==> src/hw/rtl/fuzzy_set_inclusion_pri_assert.svh <==
// Assertion macros shared by the fuzzy-set inclusion block.
// Each macro checks on the rising edge of clk and is off while rst is high.
`ifndef FUZZY_SET_INCLUSION_PRI_ASSERT_SVH
`define FUZZY_SET_INCLUSION_PRI_ASSERT_SVH

// Same-cycle implication.
`define FSIP_ASSERT_NOW(label, ante, cons, msg) \
  label: assert property (@(posedge clk) disable iff (rst) (ante) |-> (cons)) \
    else $error(msg);

// Next-cycle implication.
`define FSIP_ASSERT_NEXT(label, ante, cons, msg) \
  label: assert property (@(posedge clk) disable iff (rst) (ante) |=> (cons)) \
    else $error(msg);

`endif

==> src/hw/rtl/fsip_pkg.sv <==
// Shared constants, types and state codes of the fuzzy-set inclusion block.
// No dependencies; every other RTL file but the assertion macro header refers to it by scoped names.
package fsip_pkg;

  localparam int NUM_COND = 4;
  localparam int VAL_W    = 9;
  localparam int CODE_W   = 4;
  localparam int CODES_W  = NUM_COND * CODE_W;
  localparam int SUM_W    = 21;
  localparam int CNT_W    = 13;
  localparam int FRAC_W   = 16;
  localparam int RATIO_W  = FRAC_W + 1;
  localparam int MASK_W   = NUM_COND;
  localparam int NCOND_W  = 3;
  localparam int STEP_W   = 4;

  // Input item layout, lowest field first.
  localparam int CODES_LSB   = NUM_COND * VAL_W;
  localparam int OUTCOME_LSB = CODES_LSB + CODES_W;
  localparam int IN_W        = 64;

  // Result item layout, lowest field first.
  localparam int CUT_LSB = VAL_W;
  localparam int INC_LSB = CUT_LSB + CNT_W;
  localparam int PRI_LSB = INC_LSB + RATIO_W;
  localparam int OUT_W   = PRI_LSB + RATIO_W;
  localparam int USER_W  = 3;

  localparam logic [VAL_W-1:0]   ONE_Q8  = 9'd256;
  localparam logic [VAL_W-1:0]   HALF_Q8 = 9'd128;
  localparam logic [RATIO_W-1:0] ONE_Q16 = 17'h10000;

  typedef enum logic {
    CFG_FUZZY_MASK,
    CFG_COND_IN_USE
  } cfg_index_t;

  typedef enum logic {
    DIV_INC,
    DIV_PRI
  } div_sel_t;

  typedef enum logic [2:0] {
    S_IDLE,
    S_ACCUM,
    S_DSTART,
    S_DSTEP,
    S_DSAVE,
    S_LOAD
  } state_t;

  typedef struct packed {
    logic     capture;
    logic     accum;
    logic     div_start;
    logic     div_step;
    div_sel_t div_sel;
    logic     div_save;
    logic     load;
  } ctrl_cmd_t;

  typedef struct packed {
    logic last;
    logic out_free;
  } ctrl_status_t;

endpackage

==> src/hw/rtl/fuzzy_set_inclusion_pri.sv <==
// Fuzzy-set inclusion and PRI accumulator, top level.
// Sequence: a row that is not last is captured, accumulated and loaded into the result register;
// the last row of a group also runs the shared divider's 16 steps twice, before the load.
// One item in flight; a waiting result lets one more row in, which then stalls until the
// result is taken. Reset (rst, synchronous, active high) clears the sums, sets fuzzy_mask 0,
// conditions_in_use 4.
module fuzzy_set_inclusion_pri (
  input  logic                          clk,
  input  logic                          rst,
  // Input items.
  input  logic                          s_tvalid,
  output logic                          s_tready,
  // s_tdata, lowest bit up: cond_value_0 [8:0], cond_value_1 [17:9],
  // cond_value_2 [26:18], cond_value_3 [35:27], row_codes [51:36],
  // outcome_value [60:52], zero fill [63:61].
  input  logic [fsip_pkg::IN_W-1:0]     s_tdata,
  input  logic                          s_tlast,   // last_row
  // Result items.
  output logic                          m_tvalid,
  input  logic                          m_tready,
  // m_tdata, lowest bit up: row_membership [8:0], cut_count [21:9],
  // inclusion [38:22], pri_score [55:39].
  output logic [fsip_pkg::OUT_W-1:0]    m_tdata,
  // m_tuser, lowest bit up: summary_valid [0], inclusion_undefined [1],
  // pri_undefined [2].
  output logic [fsip_pkg::USER_W-1:0]   m_tuser,
  // Configuration writes: index 0 is fuzzy_mask, index 1 is conditions_in_use.
  input  logic                          cfg_valid,
  output logic                          cfg_ready,
  input  logic                          cfg_index,
  input  logic [fsip_pkg::MASK_W-1:0]   cfg_data
);

  fsip_pkg::ctrl_cmd_t    cmd;
  fsip_pkg::ctrl_status_t status;

  // Configuration registers are plain flops, so a write is taken in every cycle
  // outside reset.
  assign cfg_ready = !rst;

  // The controller sequences capture, accumulation, the two divisions and the
  // hand-off to the result register.
  fsip_ctrl u_ctrl (
    .clk      (clk),
    .rst      (rst),
    .in_valid (s_tvalid),
    .in_ready (s_tready),
    .status   (status),
    .cmd      (cmd)
  );

  // The datapath holds the configuration, the membership logic, the group
  // sums, the divider and the output register.
  fsip_dp u_dp (
    .clk       (clk),
    .rst       (rst),
    .cfg_we    (cfg_valid && cfg_ready),
    .cfg_index (cfg_index),
    .cfg_data  (cfg_data),
    .in_data   (s_tdata),
    .in_last   (s_tlast),
    .cmd       (cmd),
    .status    (status),
    .out_valid (m_tvalid),
    .out_ready (m_tready),
    .out_data  (m_tdata),
    .out_user  (m_tuser)
  );

endmodule

==> src/hw/rtl/fsip_ctrl.sv <==
// Controller state machine of the fuzzy-set inclusion block.
// Depends on fsip_pkg and the assertion macro header.
`include "fuzzy_set_inclusion_pri_assert.svh"

module fsip_ctrl (
  input  logic                  clk,
  input  logic                  rst,
  input  logic                  in_valid,
  output logic                  in_ready,
  input  fsip_pkg::ctrl_status_t status,
  output fsip_pkg::ctrl_cmd_t   cmd
);

  fsip_pkg::state_t   state, state_next;
  fsip_pkg::div_sel_t sel, sel_next;
  logic [fsip_pkg::STEP_W-1:0] cnt, cnt_next;

  always_ff @(posedge clk) begin
    if (rst) begin
      state <= fsip_pkg::S_IDLE;
      sel   <= fsip_pkg::DIV_INC;
      cnt   <= '0;
    end else begin
      state <= state_next;
      sel   <= sel_next;
      cnt   <= cnt_next;
    end
  end

  always_comb begin
    state_next = state;
    sel_next   = sel;
    cnt_next   = cnt;
    in_ready   = 1'b0;
    cmd        = '0;
    cmd.div_sel = sel;
    case (state)
      fsip_pkg::S_IDLE: begin
        // No item is taken while reset is held.
        in_ready = !rst;
        if (in_valid && !rst) begin
          cmd.capture = 1'b1;
          state_next  = fsip_pkg::S_ACCUM;
        end
      end
      fsip_pkg::S_ACCUM: begin
        cmd.accum = 1'b1;
        if (status.last) begin
          sel_next   = fsip_pkg::DIV_INC;
          state_next = fsip_pkg::S_DSTART;
        end else begin
          state_next = fsip_pkg::S_LOAD;
        end
      end
      fsip_pkg::S_DSTART: begin
        cmd.div_start = 1'b1;
        cnt_next      = '0;
        state_next    = fsip_pkg::S_DSTEP;
      end
      fsip_pkg::S_DSTEP: begin
        cmd.div_step = 1'b1;
        cnt_next     = cnt + 1'b1;
        if (cnt == fsip_pkg::STEP_W'(fsip_pkg::FRAC_W - 1)) begin
          state_next = fsip_pkg::S_DSAVE;
        end
      end
      fsip_pkg::S_DSAVE: begin
        cmd.div_save = 1'b1;
        if (sel == fsip_pkg::DIV_INC) begin
          sel_next   = fsip_pkg::DIV_PRI;
          state_next = fsip_pkg::S_DSTART;
        end else begin
          state_next = fsip_pkg::S_LOAD;
        end
      end
      fsip_pkg::S_LOAD: begin
        if (status.out_free) begin
          cmd.load   = 1'b1;
          state_next = fsip_pkg::S_IDLE;
        end
      end
      default: begin
        state_next = fsip_pkg::S_IDLE;
      end
    endcase
  end

  // Short names for the checks below.
  logic [5:0] cmd_pulses;
  logic       last_step;

  assign cmd_pulses = {cmd.capture, cmd.accum, cmd.div_start,
                       cmd.div_step, cmd.div_save, cmd.load};
  assign last_step  = (state == fsip_pkg::S_DSTEP)
                      && (cnt == fsip_pkg::STEP_W'(fsip_pkg::FRAC_W - 1));

  `FSIP_ASSERT_NOW(a_one_cmd, 1'b1, $onehot0(cmd_pulses), "more than one datapath command")
  `FSIP_ASSERT_NEXT(a_step_end, last_step, state == fsip_pkg::S_DSAVE, "divider overran")
  `FSIP_ASSERT_NEXT(a_plain_row, cmd.accum && !status.last, state == fsip_pkg::S_LOAD, "row to divider")
  `FSIP_ASSERT_NEXT(a_load_idle, cmd.load, in_ready, "block not ready after handing off a result")

endmodule

==> src/hw/rtl/fsip_div.sv <==
// Shared restoring divider: one quotient bit per step, Q1.16 result saturated at 1.0.
// Depends on fsip_pkg.
module fsip_div (
  input  logic                          clk,
  input  logic                          start,
  input  logic                          step,
  input  logic [fsip_pkg::SUM_W-1:0]    num,
  input  logic [fsip_pkg::SUM_W-1:0]    den,
  output logic [fsip_pkg::RATIO_W-1:0]  quo,
  output logic                          undef
);

  logic [fsip_pkg::SUM_W-1:0]  rem;
  logic [fsip_pkg::SUM_W-1:0]  den_r;
  logic [fsip_pkg::FRAC_W-1:0] q;
  logic                        sat;
  logic                        undef_r;
  logic [fsip_pkg::SUM_W:0]    trial;
  logic [fsip_pkg::SUM_W:0]    diff;

  assign trial = {rem, 1'b0};
  assign diff  = trial - {1'b0, den_r};

  always_ff @(posedge clk) begin
    if (start) begin
      rem     <= num;
      den_r   <= den;
      q       <= '0;
      undef_r <= (den == '0);
      // A numerator at or above the denominator gives a ratio of 1.0 or more.
      sat     <= (num >= den);
    end else if (step) begin
      if (trial >= {1'b0, den_r}) begin
        rem <= diff[fsip_pkg::SUM_W-1:0];
        q   <= {q[fsip_pkg::FRAC_W-2:0], 1'b1};
      end else begin
        rem <= trial[fsip_pkg::SUM_W-1:0];
        q   <= {q[fsip_pkg::FRAC_W-2:0], 1'b0};
      end
    end
  end

  assign quo   = undef_r ? '0 : (sat ? fsip_pkg::ONE_Q16 : {1'b0, q});
  assign undef = undef_r;

endmodule

==> src/hw/rtl/fsip_dp.sv <==
// Datapath of the fuzzy-set inclusion block: configuration, row membership,
// accumulators, ratio divider and result register. Depends on fsip_pkg and fsip_div.
module fsip_dp (
  input  logic                          clk,
  input  logic                          rst,
  input  logic                          cfg_we,
  input  logic                          cfg_index,
  input  logic [fsip_pkg::MASK_W-1:0]   cfg_data,
  input  logic [fsip_pkg::IN_W-1:0]     in_data,
  input  logic                          in_last,
  input  fsip_pkg::ctrl_cmd_t           cmd,
  output fsip_pkg::ctrl_status_t        status,
  output logic                          out_valid,
  input  logic                          out_ready,
  output logic [fsip_pkg::OUT_W-1:0]    out_data,
  output logic [fsip_pkg::USER_W-1:0]   out_user
);

  localparam int VW = fsip_pkg::VAL_W;
  localparam int SW = fsip_pkg::SUM_W;

  function automatic logic [VW-1:0] clamp_one(input logic [VW-1:0] v);
    return (v > fsip_pkg::ONE_Q8) ? fsip_pkg::ONE_Q8 : v;
  endfunction

  function automatic logic [SW-1:0] sat_add(input logic [SW-1:0] a, input logic [VW-1:0] b);
    logic [SW:0] s;
    s = {1'b0, a} + (SW + 1)'(b);
    return s[SW] ? '1 : s[SW-1:0];
  endfunction

  // Configuration registers.
  logic [fsip_pkg::MASK_W-1:0]  fuzzy_mask;
  logic [fsip_pkg::NCOND_W-1:0] cond_in_use;

  always_ff @(posedge clk) begin
    if (rst) begin
      fuzzy_mask  <= '0;
      cond_in_use <= fsip_pkg::NCOND_W'(fsip_pkg::NUM_COND);
    end else if (cfg_we) begin
      case (fsip_pkg::cfg_index_t'(cfg_index))
        fsip_pkg::CFG_FUZZY_MASK:  fuzzy_mask  <= cfg_data;
        fsip_pkg::CFG_COND_IN_USE: cond_in_use <= cfg_data[fsip_pkg::NCOND_W-1:0];
        default: ;
      endcase
    end
  end

  // Captured input item.
  logic [VW-1:0]                cv [fsip_pkg::NUM_COND];
  logic [fsip_pkg::CODES_W-1:0] codes_r;
  logic [VW-1:0]                outcome_r;
  logic                         last_r;

  always_ff @(posedge clk) begin
    if (cmd.capture) begin
      for (int j = 0; j < fsip_pkg::NUM_COND; j++) begin
        cv[j] <= in_data[j*VW +: VW];
      end
      codes_r   <= in_data[fsip_pkg::CODES_LSB +: fsip_pkg::CODES_W];
      outcome_r <= in_data[fsip_pkg::OUTCOME_LSB +: VW];
      last_r    <= in_last;
    end
  end

  // Row membership and its contributions.
  logic [fsip_pkg::NCOND_W-1:0] n_eff;
  logic [VW-1:0] m, o, c, p;

  always_comb begin
    logic [fsip_pkg::CODE_W-1:0] code;
    logic [VW-1:0]               t;
    if (cond_in_use == '0) begin
      n_eff = fsip_pkg::NCOND_W'(1);
    end else if (cond_in_use > fsip_pkg::NCOND_W'(fsip_pkg::NUM_COND)) begin
      n_eff = fsip_pkg::NCOND_W'(fsip_pkg::NUM_COND);
    end else begin
      n_eff = cond_in_use;
    end
    m = fsip_pkg::ONE_Q8;
    for (int j = 0; j < fsip_pkg::NUM_COND; j++) begin
      code = codes_r[j*fsip_pkg::CODE_W +: fsip_pkg::CODE_W];
      if (fuzzy_mask[j]) begin
        t = clamp_one(cv[j]);
        // Code zero asks for the negated condition.
        if (code == '0) begin
          t = fsip_pkg::ONE_Q8 - t;
        end
      end else begin
        t = (cv[j] == VW'(code)) ? fsip_pkg::ONE_Q8 : '0;
      end
      if ((fsip_pkg::NCOND_W'(j) < n_eff) && (t < m)) begin
        m = t;
      end
    end
    o = clamp_one(outcome_r);
    c = (m < o) ? m : o;
    p = (c < (fsip_pkg::ONE_Q8 - o)) ? c : (fsip_pkg::ONE_Q8 - o);
  end

  // Accumulators.
  logic [SW-1:0]              mem_sum, cons_sum, pri_sum;
  logic [fsip_pkg::CNT_W-1:0] cut_cnt;
  logic [SW-1:0]              mem_next, cons_next, pri_next;
  logic [fsip_pkg::CNT_W-1:0] cut_next;

  assign mem_next  = sat_add(mem_sum, m);
  assign cons_next = sat_add(cons_sum, c);
  assign pri_next  = sat_add(pri_sum, p);
  assign cut_next  = ((m > fsip_pkg::HALF_Q8) && (cut_cnt != '1)) ? cut_cnt + 1'b1 : cut_cnt;

  // Group totals held for the divider.
  logic [SW-1:0]              inc_num, inc_den, pri_num, pri_den;
  logic [VW-1:0]              m_r;
  logic [fsip_pkg::CNT_W-1:0] cut_r;

  always_ff @(posedge clk) begin
    if (rst) begin
      mem_sum  <= '0;
      cons_sum <= '0;
      pri_sum  <= '0;
      cut_cnt  <= '0;
    end else if (cmd.accum) begin
      if (last_r) begin
        mem_sum  <= '0;
        cons_sum <= '0;
        pri_sum  <= '0;
        cut_cnt  <= '0;
      end else begin
        mem_sum  <= mem_next;
        cons_sum <= cons_next;
        pri_sum  <= pri_next;
        cut_cnt  <= cut_next;
      end
    end
  end

  always_ff @(posedge clk) begin
    if (cmd.accum) begin
      m_r     <= m;
      cut_r   <= cut_next;
      inc_num <= cons_next;
      inc_den <= mem_next;
      pri_num <= (cons_next > pri_next) ? cons_next - pri_next : '0;
      pri_den <= (mem_next > pri_next) ? mem_next - pri_next : '0;
    end
  end

  // Ratio divider, shared by inclusion and PRI.
  logic [fsip_pkg::RATIO_W-1:0] quo;
  logic                         undef;
  logic [fsip_pkg::RATIO_W-1:0] inc_q, pri_q;
  logic                         inc_undef, pri_undef;

  fsip_div u_div (
    .clk   (clk),
    .start (cmd.div_start),
    .step  (cmd.div_step),
    .num   ((cmd.div_sel == fsip_pkg::DIV_INC) ? inc_num : pri_num),
    .den   ((cmd.div_sel == fsip_pkg::DIV_INC) ? inc_den : pri_den),
    .quo   (quo),
    .undef (undef)
  );

  always_ff @(posedge clk) begin
    if (cmd.div_save) begin
      if (cmd.div_sel == fsip_pkg::DIV_INC) begin
        inc_q     <= quo;
        inc_undef <= undef;
      end else begin
        pri_q     <= quo;
        pri_undef <= undef;
      end
    end
  end

  // Result register.
  always_ff @(posedge clk) begin
    if (rst) begin
      out_valid <= 1'b0;
    end else if (cmd.load) begin
      out_valid <= 1'b1;
    end else if (out_ready) begin
      out_valid <= 1'b0;
    end
  end

  always_ff @(posedge clk) begin
    if (cmd.load) begin
      if (last_r) begin
        out_data <= {pri_q, inc_q, cut_r, m_r};
        out_user <= {pri_undef, inc_undef, 1'b1};
      end else begin
        out_data <= {{(fsip_pkg::OUT_W - VW){1'b0}}, m_r};
        out_user <= '0;
      end
    end
  end

  assign status.last     = last_r;
  assign status.out_free = !out_valid || out_ready;

endmodule
==> config.mk <==
export PLATFORM = sky130hd
export DESIGN_NAME = fuzzy_set_inclusion_pri
export DESIGN_NICKNAME = d
export VERILOG_FILES = /design/src/hw/rtl/fsip_pkg.sv /design/src/hw/rtl/fuzzy_set_inclusion_pri.sv /design/src/hw/rtl/fsip_ctrl.sv /design/src/hw/rtl/fsip_div.sv /design/src/hw/rtl/fsip_dp.sv
export VERILOG_INCLUDE_DIRS = /design/src /design/src/hw/rtl
export SDC_FILE = /design/constraint.sdc
export NUM_CORES = 1
export LEC_CHECK = 0
export BUFFER_PORTS_ARGS = -buffer_cell sky130_fd_sc_hd__buf_2
export CORE_MARGIN = 2
export CORE_UTILIZATION = 55
export CTS_BUF_LIST = sky130_fd_sc_hd__clkbuf_16
export DETAILED_ROUTE_END_ITERATION = 8
export GPL_ROUTABILITY_DRIVEN = 0
export PLACE_DENSITY = 0.75
export SLEW_MARGIN = 20
export SYNTH_ARGS = -nofsm -noshare
export SYNTH_HDL_FRONTEND = slang
export SYNTH_HIERARCHICAL = 1
export SYNTH_SLANG_ARGS = --single-unit
==> constraint.sdc <==
create_clock -name clk -period 46.2 [get_ports clk]
set_clock_uncertainty 0.05 [all_clocks]
set_input_delay 0 -clock clk [delete_from_list [all_inputs] [get_ports clk]]
set_output_delay 0 -clock clk [all_outputs]
set_load 0.01 [all_outputs]
[After elaboration in Yosys (flattened, before gate mapping)]
Memories as Yosys holds them, arrays and structs flattened.
Index checks and enable logic that the tools add are counted.
W data, S select, Z words.
Operators by class
  add/sub/neg operators: 13
  $lt $le $gt $ge: 21
  equality and inequality tests: 15
  mux-type cells: 64
  bitwise logic cells: 2
  reductions and logical operators: 27
Operators with widths (count)
  $mux W21: 11
  $mux W9: 23
  $add A21 B9 Y22: 3
  $sub A21 B21 Y21: 3
  $gt A9 B9 Y1 const B: 5
  $lt A9 B9 Y1: 5
  $sub A9 B9 Y9 const A: 5
  $gt A21 B21 Y1: 2
  $eq A9 B4 Y1: 4
  $mux W17: 2
  $mux W13: 2
  $ge A22 B21 Y1: 1
  $ge A21 B21 Y1: 1
  $logic_not A21 Y1: 1
  $mux W3: 7
  $pmux W3 S6: 1
  $logic_not A4 Y1: 4
  $mux W1: 16
  $add A13 B1 Y13 const B: 1
  $ne A13 B13 Y1 const B: 1
  $reduce_and A2 Y1: 5
  $gt A9 B8 Y1 const B: 1
  $lt A9 B9 Y1 const B: 1
  $pmux W4 S2: 1
  other kinds (18): 36
Word-level totals
  flip-flop bits (word level): 379
  memory bits (writable): 36
  input port bits: 75
  output and inout port bits: 62
  logic and storage cells: 175
  memories: 1
Memories
  u_dp.cv: depth 4, width 9, rd ports 4, clocked after memory_dff 0, write ports 4, RTL line fsip_dp.sv:50  | logic [VW-1:0] cv [fsip_pkg::NUM_COND];

[Longest topological paths before layout]
Gate-level depths: netlist of the first run.
An unclocked memory read counts as a cell.
  depth after elaboration: 25
  depth in mapped cells: 81
  gate-level depth less buffers: 73

[Hierarchy]
The synthesis of the first run kept the hierarchy.
By module, submodules not included
  fsip_dp: times used 1, cells an instance 1864, area an instance 19770.2 um^2, sequential area each 9579.2 um^2
  fsip_div: times used 1, cells an instance 440, area an instance 4199.0 um^2, sequential area each 1641.6 um^2
  fsip_ctrl: times used 1, cells an instance 64, area an instance 504.2 um^2, sequential area each 160.2 um^2
  fuzzy_set_inclusion_pri: times used 1, cells an instance 2, area an instance 10.0 um^2, sequential area each 0.0 um^2

[Worst setup path after synthesis of the first run]
No wires, ideal clock.
  kind: register -> register
  start: register u_dp/codes_r[4] in the netlist's numbering
  end: register u_dp.pri_num[18] (data pin)
  library setup time: 275 ps
  data arrival time: 14623 ps
  required time: 45875 ps
  setup slack: 31252 ps
  cell stages (with the launch flop): 74
  path buffers: 9
  clock period less this slack: 14948 ps
  cells stage by stage: edfxtp_1 or4_1 nor2_1 mux2_2 a21oi_1 inv_1 ha_1 a211o_1 a211oi_1 buf_6 mux2i_1 inv_1 ha_1 a21o_1 a21o_1 a2111oi_0 o21a_1 nand2_1 [38 not listed] a31o_1 buf_4 nand2_1 clkbuf_1 nand2b_1 inv_1 ha_1 a21o_1 maj3_2 maj3_2 a31o_1 maj3_2 a221oi_4 nor4_4 o31ai_2 a211o_2 buf_6 a211oi_2
On the way
  cells in the longest elaborated chain, start to end: 19
  elaborated cells on any way between the ends: 24
  classes of those cells: add/sub (3); order compare (6); eq/ne (1); mux (10); reduce/logical (4)
RTL lines
  start: declaration: RTL line fsip_dp.sv:51  | logic [fsip_pkg::CODES_W-1:0] codes_r;
  start signal: assignment: RTL line fsip_dp.sv:60  | codes_r <= in_data[fsip_pkg::CODES_LSB +: fsip_pkg::CODES_W];
  $eq A9 B4 Y1 / $logic_not A4 Y1 (equally long branches): RTL line fsip_dp.sv:90, fsip_dp.sv:86
  $mux W9 (on tied branches): RTL line fsip_dp.sv:90, fsip_dp.sv:86
  $mux W9 (*): RTL line fsip_dp.sv:83  | if (fuzzy_mask[j]) begin
  $lt A9 B9 Y1: RTL line fsip_dp.sv:92  | if ((fsip_pkg::NCOND_W'(j) < n_eff) && (t < m)) begin
  $logic_and A1 B1 Y1: RTL line fsip_dp.sv:92
  $mux W9 (*): RTL line fsip_dp.sv:92
  $lt A9 B9 Y1: RTL line fsip_dp.sv:92
  $logic_and A1 B1 Y1: RTL line fsip_dp.sv:92
  [4 not listed]
  named net u_dp.m[5]: RTL line fsip_dp.sv:68  | logic [VW-1:0] m, o, c, p;
  $lt A9 B9 Y1: RTL line fsip_dp.sv:97  | c = (m < o) ? m : o;
  $mux W9 (*): RTL line fsip_dp.sv:97
  $lt A9 B9 Y1: RTL line fsip_dp.sv:98  | p = (c < (fsip_pkg::ONE_Q8 - o)) ? c : (fsip_pkg::ONE_Q8 - o);
  $mux W9: RTL line fsip_dp.sv:98
  $add A21 B9 Y22: RTL line fsip_dp.sv:28  | s = {1'b0, a} + (SW + 1)'(b);
  $mux W21: RTL line fsip_dp.sv:29  | return s[SW] ? '1 : s[SW-1:0];
  $sub A21 B21 Y21 / $gt A21 B21 Y1 (equally long branches): RTL line fsip_dp.sv:144  | pri_num <= (cons_next > pri_next) ? cons_next - pri_next : '0;
  end signal: assignment: RTL line fsip_dp.sv:144
  end: declaration: RTL line fsip_dp.sv:113  | logic [SW-1:0] inc_num, inc_den, pri_num, pri_den;
Mark *: on every way through the listed nets, which the timed path passes. The rest lies on a longest branch.
A chain may end at the register's enable or synchronous reset.

==> results_dict.tcl, run 1 <==
set metrics [dict create \
    outcome "finished, final reports clean" \
    ys.warnings.count 6 \
    drt-met1-wl_um 23400 \
    holdBufCountCts 76 \
    wl_met3_um 3020 \
    cts.sinks 415 \
    cts_tree "built" \
    slew_headroom 0.371 \
    fin_setup_tns_ns 0 \
    cts_buffers 45 \
    antenna_found_initial 1 \
    nFillCells 3533 \
    ir_drop_v 0.0000323 \
    end_kind "register" \
    ctsHtreeMaxLevel 2 \
    hold_viol 0 \
    die_h_um 215 \
    max_cap_violations 0 \
    netlist_area_mm2 0.0245 \
    dr.pass1.iters 8 \
    syn_area_per_cell_um2 10.3 \
    hold_depth 2 \
    drive_above_1_share 0.138 \
    antennaDiodeCount 0 \
    rows 77 \
    p_leak_nw 11.0 \
    drtAntennaViolNets 0 \
    top_layer_used "met4" \
    wirelength_um 57000 \
    drt_iter0_markers 1227 \
    holdCritPathClass "in -> reg" \
    finalSetupViolCount 0 \
    core-area_mm2 0.0441 \
    fin_crit_sh 0.373 \
    area_growth_pct 14.0 \
    cp_max_fo 21 \
    fmax_mhz 58.0 \
    syn-num-nets 2591 \
    crit_type "reg -> reg" \
    cts_resized 0 \
    yosys.area.top_type_share 0.377 \
    slowest_delay_ns 0.64 \
    tightest_slew_ns 0.934 \
    synth_edf_count 307 \
    cts.clk_slew.worst_paths_ns 0.06 \
    die-area_mm2 0.0462 \
    period_needed_ns 17.23 \
    power.density_mw_per_mm2 47.7 \
    chipWidth_um 215 \
    synth_cell_types 109 \
    rsz0062_at_grt "false" \
    synthCells 2370 \
    routedWlPerCell_um 17.9 \
    async_reset_ff_frac 0 \
    gr-usage-all-layers 0.242 \
    cts_setup_buffers 0 \
    num-nets-final 2766 \
    synth_top_cell_by_area "edfxtp_1" \
    yosysSeqAreaShare 0.465 \
    final_core_utilization 0.632 \
    hpwl_um 39700 \
    insertion_delay_ns 0.59 \
    start_util 0.555 \
    grt_pass1_vias 18292 \
    reg2reg_depth 67 \
    synth-main-ff-cell "edfxtp_1" \
    grt_pass1_wl_um 91800 \
    ys_seq_elements 415 \
    vias_per_cell 5.93 \
    drc 0 \
    critPathLaunchType "register" \
    port_buffers 133 \
    drv_slew 0 \
    cp.arrival_ns 17.47 \
    boundaryPins 137 \
    cpMaxStageDelayCell "and3b_1" \
    cts_buffer_depth 3 \
    wl_met2_um 28700 \
    root_buffer "clkbuf_16" \
    grt.overflow.total 0 \
    grt_max_degree 89 \
    via_count 18819 \
    synth_area_leaders "edfxtp_1 (38%), dfxtp_1 (8.8%), ha_1 (7.2%)" \
    required_ns 46.44 \
]
==> critical path, delay by kind of cell, from the launching register on <==
kind | cells | cell delay, ns
adders and majority gates | 11 | 3.55
muxes | 3 | 1.00
DFF | 1 | 0.50
AOI/OAI and AO/OA | 32 | 7.90
and+or+nand+nor | 16 | 3.25
buffers and inverters | 5 | 0.66
==> per-stage QoR <==
stage | instances | instance area (µm²) | hold slack, ns | total power [mW] | setup slack [ns]
floorplan | 2370 | 24500 | -0.00649 | 0.858 | 31.25
global route | 3174 | 27900 | 0.0566 | 1.40 | 28.07
global placement | 3013 | 25600 | 0.126 | 0.940 | 29.31
detailed placement | 3013 | 25600 | 0.128 | 0.956 | 29.06
finish | 3174 | 27900 | 0.0674 | 1.33 | 28.97
CTS | 3173 | 27900 | 0.0363 | 1.33 | 28.94
==> power by group <==
group | switching [mW] | internal [mW] | leakage [nW] | total [mW]
sequential | 0.0213 | 0.481 | 3.71 | 0.502
clock | 0.152 | 0.213 | 0.757 | 0.365
combinational | 0.276 | 0.186 | 6.48 | 0.462
==> per-layer routing <==
| metal | GRT usage | vias up |
|---|---|---|
| met2 | 0.433 | 595 |
| met5 | 0 | - |
| met4 | 0.0874 | 0 |
| met3 | 0.0378 | 135 |
| met1 | 0.297 | 9038 |
| li1 | - | 9051 |
==> worst paths after layout <==
kind                  from               end  slack (ns)
max          u_dp/cv[1][8]   u_dp/pri_num[4]       28.97
min            s_tdata[29]     u_dp/cv[3][2]        0.07
max reg2reg  u_dp/cv[1][8]   u_dp/pri_num[4]       28.97
min reg2reg    u_dp/m_r[3]  u_dp/out_data[3]        0.37
==> registers in the layout (all words and copies together) (netlist names), 21 cells and up <==
name and cells:
u_dp/cons_sum 21, u_dp/cv 36, u_dp/inc_den 21, u_dp/inc_num 21, u_dp/mem_sum 21, u_dp/out_data 56, u_dp/pri_den 21, u_dp/pri_num 21
u_dp/pri_sum 21, u_dp/u_div/den_r 21, u_dp/u_div/rem 21
==> logic make-up after synthesis <==
kind of cell,synth area share
and+or+nand+nor,0.167
adders and majority gates,0.0817
AOI/OAI and AO/OA,0.143
xor gates and xnor gates,0.0519
DFF,0.465
muxes,0.0552
buffers and inverters,0.0367
==> synthesized netlist by cell type, drive strengths merged (8+ instances only) <==
master    n
edfxtp  307
nor2    228
nand2   159
ha      140
a21oi   123
inv     118
o21ai   115
dfxtp   108
and2     92
xnor2    85
clkbuf   69
mux2     64
mux2i    61
xor2     60
nand3    51
a22oi    49
nor3     47
nor2b    39
nand2b   38
a21o     36
nand4    34
buf      30
and3     22
nor4     21
a31oi    20
o21a     19
a211oi   18
nand3b   17
o31ai    14
or3      13
maj3     12
o211ai   12
a41oi     9
o311ai    9
or2       9
or4       8
==> layout by cell type, fill, tap and decap left out, types with 17 or more instances in the layout <==
| cell type | instances |
|---|---|
| nor3_1 | 47 |
| nor2b_1 | 38 |
| dfxtp_1 | 107 |
| a22oi_1 | 48 |
| nand3_1 | 51 |
| o21ai_0 | 100 |
| clkbuf_16 | 45 |
| edfxtp_1 | 307 |
| inv_1 | 124 |
| buf_2 | 133 |
| ha_1 | 140 |
| dlygate4sd3_1 | 76 |
| nand2_1 | 157 |
| xnor2_1 | 85 |
| and3_1 | 22 |
| nor2_1 | 217 |
| a21o_1 | 36 |
| o21a_1 | 18 |
| a21oi_1 | 121 |
| xor2_1 | 60 |
| and2_1 | 89 |
| nand2b_1 | 38 |
| mux2_2 | 62 |
| nand3b_1 | 17 |
| mux2i_1 | 60 |
| nand4_1 | 33 |
| buf_4 | 17 |
| nor4_1 | 19 |
| a31oi_1 | 18 |
==> final cells by class <==
cell class | instances | area [µm²] | share of cell area
clock inverters | 39 | 387 | 0.0139
well taps | 592 | 741 | 0.0265
clock buffers | 45 | 1130 | 0.0404
flip-flops and latches | 415 | 11400 | 0.408
repair buffers | 227 | 1580 | 0.0567
multi-input cells | 1737 | 12200 | 0.439
inverters | 119 | 448 | 0.0161
Power figures use the tool's default switching activity.
==> inputs of run 2 (changes only) <==
--- a/config.mk
+++ b/config.mk
@@ -12,7 +12,7 @@
 export CTS_BUF_LIST = sky130_fd_sc_hd__clkbuf_16
 export DETAILED_ROUTE_END_ITERATION = 8
 export GPL_ROUTABILITY_DRIVEN = 0
-export PLACE_DENSITY = 0.75
+export PLACE_DENSITY = 0.78
 export SLEW_MARGIN = 20
 export SYNTH_ARGS = -nofsm -noshare
 export SYNTH_HDL_FRONTEND = slang
==> constraint.sdc (replaced) <==
create_clock -name clk -period 15.2 [get_ports clk]
set_clock_uncertainty 0.05 [all_clocks]
set_input_delay 0 -clock clk [delete_from_list [all_inputs] [get_ports clk]]
set_output_delay 0 -clock clk [all_outputs]
set_load 0.01 [all_outputs]
==> results_dict.tcl, run 2 (synthesis gave the netlist of run 1 again) <==
set metrics [dict create \
    path_delay_family "compound AO/OA/AOI/OAI gates" \
    cts_buffers 44 \
    drt_iter0_markers 1684 \
    grt.overflow.total 0 \
    vias_per_cell 6.01 \
    critPathLaunchType "register" \
    cp_max_fo 11 \
    total_power_mw 4.10 \
    cp_common_cell "ha_1" \
    wirelength_um 60300 \
    whs_ns 0.0686 \
    num-nets-final 2806 \
    crit_buf_inv 6 \
    via_count 19301 \
    rows 77 \
    slowest_delay_ns 0.57 \
    port_buffers 133 \
    crit_type "reg -> reg" \
    regMostFlops "u_dp/out_data" \
    chipWidth_um 215 \
    largest_register_ffs 56 \
    drc 0 \
    cp.arrival_ns 14.94 \
    cts_buffer_depth 3 \
    die-area_mm2 0.0462 \
    outcome "finished, final reports clean" \
    r2r-start "u_dp/codes_r[5]" \
    hold_start "s_tdata[14]" \
    hold_depth 2 \
    ctsHtreeMaxLevel 2 \
    antennaDiodeCount 0 \
    grt_pass1_wl_um 94900 \
    fin_setup_tns_ns 0 \
    ir_drop_v 0.0000866 \
    grt_max_degree 87 \
    dr.pass1.iters 7 \
    path_depth 67 \
    root_buffer "clkbuf_16" \
    use_met1 0.306 \
    timing.rr.end "u_dp/pri_num[2]" \
    gr-usage-met3 0.0317 \
    drive_above_1_share 0.162 \
    grt_busiest_layer "met2" \
    die_h_um 215 \
    drtAntennaViolNets 0 \
    tightest_slew_ns 0.982 \
    required_ns 15.48 \
    nFillCells 3327 \
    hpwl_um 41200 \
    end_kind "register" \
    cts.sinks 415 \
    reg2reg_slack_ns 0.54 \
    period_needed_ns 14.66 \
    grt_pass1_vias 18715 \
    most-common-layout-cells "edfxtp_1 (307), nor2_1 (211), nand2_1 (156), ha_1 (136), buf_2 (134)" \
    holdCritPathClass "in -> reg" \
    reg2reg_depth 67 \
    max_cap_violations 0 \
    final_core_utilization 0.643 \
    cts.clk_slew.worst_paths_ns 0.06 \
    top_regs "u_dp/out_data (56), u_dp/cv (36)" \
    layout_commonest_cell "edfxtp_1" \
    cts_tree "built" \
    slew_headroom 0.346 \
    area_growth_pct 15.8 \
    hold_viol 0 \
    boundaryPins 137 \
    worst_hold_path.endpoint "u_dp/cv[1][5]" \
    core-area_mm2 0.0441 \
    power.density_mw_per_mm2 144 \
    p_leak_nw 11.1 \
    fin_crit_sh 0.964 \
    drv_slew 0 \
    start_util 0.555 \
    finalSetupViolCount 0 \
    insertion_delay_ns 0.59 \
    setup.worst_path.start "u_dp/codes_r[5]" \
    antenna_found_initial 0 \
    use_met2 0.449 \
    routedWlPerCell_um 18.8 \
    gr-usage-all-layers 0.252 \
    cpMaxStageDelayCell "or4_4" \
    fmax_mhz 68.2 \
]
run 2: changes by cell type in the layout (fill, tap and decap cells not counted), moves of 6 or more:
cell	change
o21ai_0	-7
nor2_1	-6
nor2_2	+6
buf_4	+31
run 2: per-layer routing:
layer	share of wire	routed length, µm
met1	0.40	24100
met2	0.50	30200
met3	0.058	3490
met4	0.041	2450
met5	0	0
run 2: worst max-delay path by stage:
stage | end | slack (ns)
6_report | u_dp/pri_num[2] | 0.54
3_5_place_dp | u_dp/pri_num[12] | -0.1
5_1_grt | u_dp/pri_den[14] | -0.13
3_3_place_gp | u_dp/pri_num[17] | 0.48
2_1_floorplan | u_dp/pri_num[18] | 0.25
4_1_cts | u_dp/pri_num[12] | 0.004
run 2: what timing repair did:
item                                   CTS  global route
setup buffers                            0            18
pin swaps                                0            15
gates cloned                             0             4
hold buffers                            80             0
setup endpoints to repair               22            42
endpoints found under the hold margin   72             0
resized for setup                        2            56
run 2: cell type report:
type                            instances  area, µm²  area share
Sequential cell                       415      11400       0.401
Inverter                              119        448      0.0158
Tap cell                              592        741      0.0261
Clock buffer                           44       1100      0.0388
Timing Repair Buffer                  265       1870      0.0658
Clock inverter                         38        332      0.0117
Multi-Input combinational cell       1740      12500       0.441
run 2: power breakdown:
group          internal, mW  total [mW]  switching [mW]
logic                 0.626        1.51           0.885
registers              1.46        1.53          0.0659
clock network         0.601        1.06           0.456
total                  2.69        4.10            1.41
run 2: through the flow:
step / instance area, µm² / setup slack [ns] / cells
finish: 28400 / 0.543 / 3213
global route: 28400 / -0.133 / 3213
CTS: 28000 / 0.00408 / 3191
detailed placement: 25700 / -0.0999 / 3029
global placement: 25700 / 0.482 / 3029
floorplan: 24500 / 0.252 / 2370
